==> src/rtl/spq_pkg.sv <==
// Package for the sorted priority queue: sizing constants, codes and the
// control struct shared by the cell chain and the top level. No dependencies.
`default_nettype none

package spq_pkg;

  // Number of entries in the cell chain
  localparam int unsigned CAPACITY = 16;
  // Width of the fill count, wide enough to hold CAPACITY itself
  localparam int unsigned CNT_W    = $clog2(CAPACITY + 1);
  // Widths of the payload fields
  localparam int unsigned VAL_W    = 32;
  localparam int unsigned COUNT_W  = 5;

  // Operation codes carried by the mode field
  typedef enum logic {
    MODE_INSERT = 1'b0,
    MODE_REMOVE = 1'b1
  } mode_t;

  // Result status codes
  typedef enum logic [1:0] {
    ST_OK    = 2'd0,
    ST_FULL  = 2'd1,
    ST_EMPTY = 2'd2
  } status_t;

  // Per-transfer control broadcast to every cell
  typedef struct packed {
    logic insert_en;
    logic remove_en;
  } cell_ctl_t;

endpackage

`default_nettype wire

==> src/rtl/spq_cell.sv <==
// One cell of the sorted chain: holds one stored value and moves it to or
// from its neighbors on insert and remove. Depends on spq_pkg.
`default_nettype none

module spq_cell (
  input  wire logic                             clk,
  input  wire spq_pkg::cell_ctl_t               ctl,
  input  wire logic signed [spq_pkg::VAL_W-1:0] ins_value,
  input  wire logic                             occupied,
  input  wire logic                             left_keep,
  input  wire logic signed [spq_pkg::VAL_W-1:0] left_value,
  input  wire logic signed [spq_pkg::VAL_W-1:0] right_value,
  output logic signed [spq_pkg::VAL_W-1:0]      value,
  output logic                                  keep,
  output logic signed [spq_pkg::VAL_W-1:0]      value_next
);

  // Stored entry stays put when it is not above the incoming value;
  // equal values stay ahead so ties leave in arrival order
  assign keep = occupied && (value <= ins_value);

  // Insert: keep, take the new value at the boundary, or shift from the left.
  // Remove: shift from the right.
  always_comb begin
    value_next = value;
    if (ctl.insert_en) begin
      if (!keep) begin
        value_next = left_keep ? ins_value : left_value;
      end
    end else if (ctl.remove_en) begin
      value_next = right_value;
    end
  end

  always_ff @(posedge clk) begin
    value <= value_next;
  end

endmodule

`default_nettype wire

==> src/rtl/sorted_priority_queue.sv <==
// Sorted min priority queue: a chain of CAPACITY cells kept in ascending order.
// Latency: the result of an item is presented the cycle after its transfer.
// Throughput: one item per cycle while the output register is not stalled; each cell
// compares against the new value and registers its shift, and the output register frees the input side.
// Reset: clears the fill count and the output valid; cell contents are left as is.
// Depends on spq_pkg and spq_cell.
`default_nettype none

module sorted_priority_queue (
  input  wire logic                             clk,
  input  wire logic                             rst,
  input  wire logic                             in_valid,
  output logic                                  in_ready,
  input  wire logic                             mode,
  input  wire logic signed [spq_pkg::VAL_W-1:0] value,
  output logic                                  out_valid,
  input  wire logic                             out_ready,
  output logic signed [spq_pkg::VAL_W-1:0]      head_value,
  output logic [spq_pkg::COUNT_W-1:0]           count,
  output logic                                  empty_res,
  output logic [1:0]                            status
);

  localparam int unsigned N = spq_pkg::CAPACITY;

  logic                           in_xfer;
  logic [spq_pkg::CNT_W-1:0]      fill;
  logic [spq_pkg::CNT_W-1:0]      fill_next;
  logic                           is_full;
  logic                           is_empty;
  spq_pkg::status_t               status_next;
  spq_pkg::cell_ctl_t             ctl;
  logic [N-1:0]                   occupied;
  logic [N-1:0]                   keep;
  logic signed [spq_pkg::VAL_W-1:0] cell_value [N];
  logic signed [spq_pkg::VAL_W-1:0] cell_next  [N];

  // Input side is free whenever the output register is empty or draining
  assign in_ready = !out_valid || out_ready;
  assign in_xfer  = in_valid && in_ready;

  assign is_full  = (fill == spq_pkg::CNT_W'(N));
  assign is_empty = (fill == '0);

  // Operation decode and error checks
  always_comb begin
    ctl         = '0;
    status_next = spq_pkg::ST_OK;
    fill_next   = fill;
    if (in_xfer) begin
      unique case (spq_pkg::mode_t'(mode))
        spq_pkg::MODE_INSERT: begin
          if (is_full) begin
            status_next = spq_pkg::ST_FULL;
          end else begin
            ctl.insert_en = 1'b1;
            fill_next     = fill + spq_pkg::CNT_W'(1);
          end
        end
        spq_pkg::MODE_REMOVE: begin
          if (is_empty) begin
            status_next = spq_pkg::ST_EMPTY;
          end else begin
            ctl.remove_en = 1'b1;
            fill_next     = fill - spq_pkg::CNT_W'(1);
          end
        end
        default: ;
      endcase
    end
  end

  // Cell chain
  for (genvar i = 0; i < N; i++) begin : g_cell
    logic                             l_keep;
    logic signed [spq_pkg::VAL_W-1:0] l_value;
    logic signed [spq_pkg::VAL_W-1:0] r_value;

    assign occupied[i] = (fill > spq_pkg::CNT_W'(i));

    if (i == 0) begin : g_first
      assign l_keep  = 1'b1;
      assign l_value = '0;
    end else begin : g_mid
      assign l_keep  = keep[i-1];
      assign l_value = cell_value[i-1];
    end

    if (i == N - 1) begin : g_last
      assign r_value = cell_value[i];
    end else begin : g_inner
      assign r_value = cell_value[i+1];
    end

    spq_cell u_cell (
      .clk         (clk),
      .ctl         (ctl),
      .ins_value   (value),
      .occupied    (occupied[i]),
      .left_keep   (l_keep),
      .left_value  (l_value),
      .right_value (r_value),
      .value       (cell_value[i]),
      .keep        (keep[i]),
      .value_next  (cell_next[i])
    );
  end

  // Fill count
  always_ff @(posedge clk) begin
    if (rst) begin
      fill <= '0;
    end else begin
      fill <= fill_next;
    end
  end

  // Output register
  always_ff @(posedge clk) begin
    if (rst) begin
      out_valid <= 1'b0;
    end else if (in_xfer) begin
      out_valid <= 1'b1;
    end else if (out_ready) begin
      out_valid <= 1'b0;
    end
  end

  always_ff @(posedge clk) begin
    if (in_xfer) begin
      head_value <= (fill_next != '0) ? cell_next[0] : '0;
      count      <= spq_pkg::COUNT_W'(fill_next);
      empty_res  <= (fill_next == '0);
      status     <= status_next;
    end
  end

  // Checks
  a_fill_bound: assert property (@(posedge clk) disable iff (rst)
    fill <= spq_pkg::CNT_W'(N))
    else $error("fill count above capacity");

  a_full_status: assert property (@(posedge clk) disable iff (rst)
    in_xfer && (mode == spq_pkg::MODE_INSERT) && is_full |=>
      (status == spq_pkg::ST_FULL) && $stable(fill))
    else $error("insert into full store not flagged");

  a_empty_flag: assert property (@(posedge clk) disable iff (rst)
    out_valid |-> (empty_res == (count == '0)))
    else $error("empty flag disagrees with count");

  a_order_head: assert property (@(posedge clk) disable iff (rst)
    (fill >= spq_pkg::CNT_W'(2)) |-> (cell_value[0] <= cell_value[1]))
    else $error("head entry out of order");

endmodule

`default_nettype wire

==> config.mk <==
export PLATFORM = sky130hd
export DESIGN_NAME = sorted_priority_queue
export DESIGN_NICKNAME = d
export VERILOG_FILES = /design/src/rtl/spq_pkg.sv /design/src/rtl/spq_cell.sv /design/src/rtl/sorted_priority_queue.sv
export SDC_FILE = /design/constraint.sdc
export NUM_CORES = 2
export LEC_CHECK = 0
export BUFFER_PORTS_ARGS = -buffer_cell sky130_fd_sc_hd__buf_2
export CORE_ASPECT_RATIO = 0.8
export CORE_MARGIN = 2
export CORE_UTILIZATION = 53
export DETAILED_ROUTE_END_ITERATION = 6
export GPL_TIMING_DRIVEN = 0
export PLACE_DENSITY = 0.69
export SYNTH_ARGS = -nofsm -noshare
export SYNTH_HDL_FRONTEND = slang
export SYNTH_SLANG_ARGS = --single-unit
==> constraint.sdc <==
create_clock -name clk -period 8.95 [get_ports clk]
set_clock_uncertainty 0.2 [all_clocks]
set_input_delay 1.79 -clock clk [delete_from_list [all_inputs] [get_ports clk]]
set_output_delay 1.79 -clock clk [all_outputs]
set_load 0.02 [all_outputs]
==> results_tabular.tex <==
\begin{tabular}{lr}
\hline
Metric & Value \\
\hline
\multicolumn{2}{l}{\textbf{Logic synthesis}} \\
Number of instances in the synthesized netlist & 3,905 \\
Basic-gate share of the synthesized area counting and, or, nand and nor cells & 13.0\% \\
Area share of fa/ha/maj cells after synthesis & 16.4\% \\
Synth async-reset ratio & 0\% \\
Fraction of the yosys area taken by sequential cells & 41.6\% \\
Most instantiated library cell after synthesis & sky130\_fd\_sc\_hd\_\_edfxtp\_1 \\
Number of flip-flops and latches in the synthesized netlist & 558 \\
Syn Std Cell Area & 0.0394 mm2 \\
Largest cells by area after synthesis & sky130\_fd\_sc\_hd\_\_edfxtp\_1 40\%, sky130\_fd\_sc\_hd\_\_ha\_1 16\%, sky130\_fd\_sc\_hd\_\_a21oi\_1 5.8\% \\
Synth Area in XOR/XNOR & 0.0445\% \\
Number of synthesized flops with an enable pin & 520 \\
Commonest cells post-synth & 520 x sky130\_fd\_sc\_hd\_\_edfxtp\_1, 517 x sky130\_fd\_sc\_hd\_\_ha\_1, 458 x sky130\_fd\_sc\_hd\_\_a21oi\_1 \\
Distinct cells, synth & 74 \\
Post-synthesis average cell area & 10.1 um2 \\
Share of the synthesized area in the top cell type & 39.7\% \\
Largest area contributor in the netlist & sky130\_fd\_sc\_hd\_\_edfxtp\_1 \\
Synth Area in Compound Gates & 19.5\% \\
Most used flip-flop cell after synthesis & sky130\_fd\_sc\_hd\_\_edfxtp\_1 \\
Largest family of logic cells by synthesized area & compound AO/OA/AOI/OAI gates \\
Share of synthesized area spent on multiplexers & 5.88\% \\
Synthesized Nets & 4,459 \\
Synth warn & 0 \\
\multicolumn{2}{l}{\textbf{Routing}} \\
Routed via count divided by cell count & 6.64 \\
DRC violations left & 0 \\
Top layer reached by signal wires & met4 \\
Post-route antenna net violation count & 0 \\
Routed met1 length & 56,600 um \\
Detailed-routed wire length on met2 & 58,800 um \\
Starting DRT DRC Count & 4,013 \\
WL per Instance & 26.2 um \\
First-pass iteration count of the detailed router & 7 \\
Overall routed net length & 134,000 um \\
Count of vias placed by the detailed router & 33,900 \\
Sum of met3 wire segment lengths after detailed routing & 13,600 um \\
\multicolumn{2}{l}{\textbf{Floorplanning}} \\
Die footprint & 0.0765 mm2 \\
Placeable Area & 0.0736 mm2 \\
Initial Utilization & 53.5\% \\
Std-Cell Rows & 89 \\
I/O pins & 79 \\
Vert. Die Dim & 248 um \\
Die boundary width & 309 um \\
\multicolumn{2}{l}{\textbf{Place}} \\
Weighted congestion reported at the end of routability-driven placement & 0.985 \\
Placed cell count & 4,996 \\
DPL Wire Length & 109,000 um \\
Total of buffers placed on input and output ports & 78 \\
\multicolumn{2}{l}{\textbf{CTS}} \\
Post-cts repair resize count & 0 \\
Skew-Pair Late Insertion Delay & 0.66 ns \\
Reg clk slew, reported paths & 0.06 ns \\
Number of CTS-inserted buffers & 61 \\
Clock root cell & sky130\_fd\_sc\_hd\_\_clkbuf\_16 \\
Number of sinks driven by the clock tree & 558 \\
Hold Buf Count CTS & 0 \\
Number of buffers on the longest clock path & 3 \\
Post-CTS setup buffer count & 0 \\
H-Tree Level Count & 2 \\
Clock tree from TritonCTS & done \\
\multicolumn{2}{l}{\textbf{Timing}} \\
Crit share post-route & 74.6\% \\
Tightest hold margin & 0.302 ns \\
Highest achievable clock rate & 0.150 GHz \\
Slew Limit Headroom & 3.49\% \\
Setup repair after global routing missed its margin & no \\
Max-slew violations & 0 \\
Worst slew pin tran & 1.45 ns \\
Number of endpoints with negative hold slack in the final report & 0 \\
Setup violations, final & 0 \\
Minimum clock period after layout & 6.68 ns \\
\multicolumn{2}{l}{\textbf{Worst setup path}} \\
RR Startpoint & fill[1] \\
Startpoint class of the critical path & input port \\
Worst setup EP type & flip-flop \\
Critical Path RT & 9.16 ns \\
Type of the worst setup path & input port to flip-flop \\
Worst Path Max Fanout & 17 \\
Crit. Startpoint & value[31] \\
Endpoint arrival time on the critical path & 6.89 ns \\
\multicolumn{2}{l}{\textbf{Finish}} \\
Layout-stage area growth over the synthesis result & 10.1\% \\
Share of cells above drive strength 1 & 7.98\% \\
Layout Cells excl Fill & 5,114 \\
Final nets & 4,613 \\
\multicolumn{2}{l}{\textbf{Power and ir drop}} \\
Highest ir drop seen on vdd & 0.205 mV \\
Pleak & 18.0 nW \\
Power density relative to cell area & 198 mW/mm2 \\
\multicolumn{2}{l}{\textbf{GRT}} \\
Antenna violations before repair & 3 \\
Residual overflow from global routing & 0 \\
Number of global-route vias before repair & 31,900 \\
All-layer global routing usage & 34.1\% \\
Maximum number of pins on one net before global-route repair & 42 \\
Wire length of the first global-routing pass & 194,000 um \\
\multicolumn{2}{l}{\textbf{Run}} \\
Max-cap violations & 0 \\
\multicolumn{2}{l}{\textbf{Worst hold path}} \\
HP Start & g\_cell[0].u\_cell.value[4] \\
Hold Crit Class & flip-flop to flip-flop \\
\multicolumn{2}{l}{\textbf{Run status}} \\
Status & finished clean \\
\hline
\end{tabular}
logic make-up after synthesis:
family,Yosys count
buf+inv,348
fa+ha+maj,517
mux,227
compound gates,1197
xor+xnor,2
flops,558
simple gates,1056
worst max-delay path, stage by stage:
cell and delay (ns):
sky130_fd_sc_hd__buf_2 0.16, sky130_fd_sc_hd__inv_1 1.04, sky130_fd_sc_hd__ha_1 0.54, sky130_fd_sc_hd__and4_1 0.27, sky130_fd_sc_hd__nor3b_1 0.47, sky130_fd_sc_hd__nor4b_2 0.48
sky130_fd_sc_hd__o22ai_1 0.34, sky130_fd_sc_hd__and2_1 0.25, sky130_fd_sc_hd__o2111ai_2 0.32, sky130_fd_sc_hd__buf_2 0.33, sky130_fd_sc_hd__o211ai_1 0.35, sky130_fd_sc_hd__buf_6 0.33
sky130_fd_sc_hd__buf_4 0.19
cells in the final DEF (no fill, tap or decap), types with 22 or more instances in the layout:
cell type                   count
sky130_fd_sc_hd__edfxtp_1     520
sky130_fd_sc_hd__ha_1         517
sky130_fd_sc_hd__a21oi_1      457
sky130_fd_sc_hd__nor2_1       308
sky130_fd_sc_hd__nand2_1      270
sky130_fd_sc_hd__o21ai_0      256
sky130_fd_sc_hd__clkbuf_1     207
sky130_fd_sc_hd__mux2i_1      193
sky130_fd_sc_hd__a221o_1      157
sky130_fd_sc_hd__and3_1       133
sky130_fd_sc_hd__buf_2        124
sky130_fd_sc_hd__nand4_1      109
sky130_fd_sc_hd__nand3_1       91
sky130_fd_sc_hd__inv_1         83
sky130_fd_sc_hd__a31oi_1       73
sky130_fd_sc_hd__clkbuf_16     68
sky130_fd_sc_hd__a22oi_1       41
sky130_fd_sc_hd__dfxtp_1       38
sky130_fd_sc_hd__a21o_1        37
sky130_fd_sc_hd__or3_1         35
sky130_fd_sc_hd__mux2_2        34
sky130_fd_sc_hd__o221a_2       32
sky130_fd_sc_hd__o211ai_1      24
sky130_fd_sc_hd__nor2b_1       22
where the power goes:
| part | switching, mW | total, mW | internal, mW |
|---|---|---|---|
| combinational | 1.48 | 2.37 | 0.888 |
| sequential | 0.314 | 3.68 | 3.37 |
| clock | 1.12 | 2.51 | 1.39 |
path summary, 6_finish.rpt:
path | to | slack (ns) | depth (start not counted)
min reg2reg | g_cell[0].u_cell.value[4] | 0.30 | 2
max reg2reg | g_cell[3].u_cell.value[6] | 2.96 | 12
max | g_cell[4].u_cell.value[5] | 2.27 | 13
min | g_cell[0].u_cell.value[4] | 0.30 | 2
registers in the layout, summed over array words and instances (netlist names):
register and flops:
g_cell.u_cell.value 512, head_value 32, count 5, fill 5
status 2, empty_res 1, out_valid 1
layout make-up:
| cell class | count | area [um2] |
|---|---|---|
| fillers | 6440 | 30300 |
| multi-input cells | 2999 | 21700 |
| flip-flops and latches | 558 | 16400 |
| clock buffers | 86 | 1800 |
| well taps | 1001 | 1250 |
| plain buffers | 263 | 1060 |
| repair buffers | 91 | 684 |
| inverters | 85 | 319 |
| clock inverters | 29 | 136 |
| diodes | 2 | 5.00 |
metal layers:
metal,track usage [%],up-vias
li1,-,15600
met1,47.0,16400
met2,53.6,1712
met3,6.31,236
met4,12.5,0
met5,0,-
stage by stage:
step / cell area [um2] / TNS (ns) / power, mW / setup slack [ns] / utilization, %
2_1_floorplan: 39400 / 0 / 5.23 / 2.20 / -
3_3_place_gp: 41000 / -40.45 / 5.92 / -0.724 / 55.7
3_5_place_dp: 41400 / 0 / 6.03 / 1.64 / 56.2
4_1_cts: 43300 / 0 / 8.51 / 2.34 / 58.8
5_1_grt: 43300 / 0 / 8.93 / 2.14 / 58.9
6_report: 43300 / 0 / 8.56 / 2.27 / 58.9
Power figures use the tool's default switching activity.
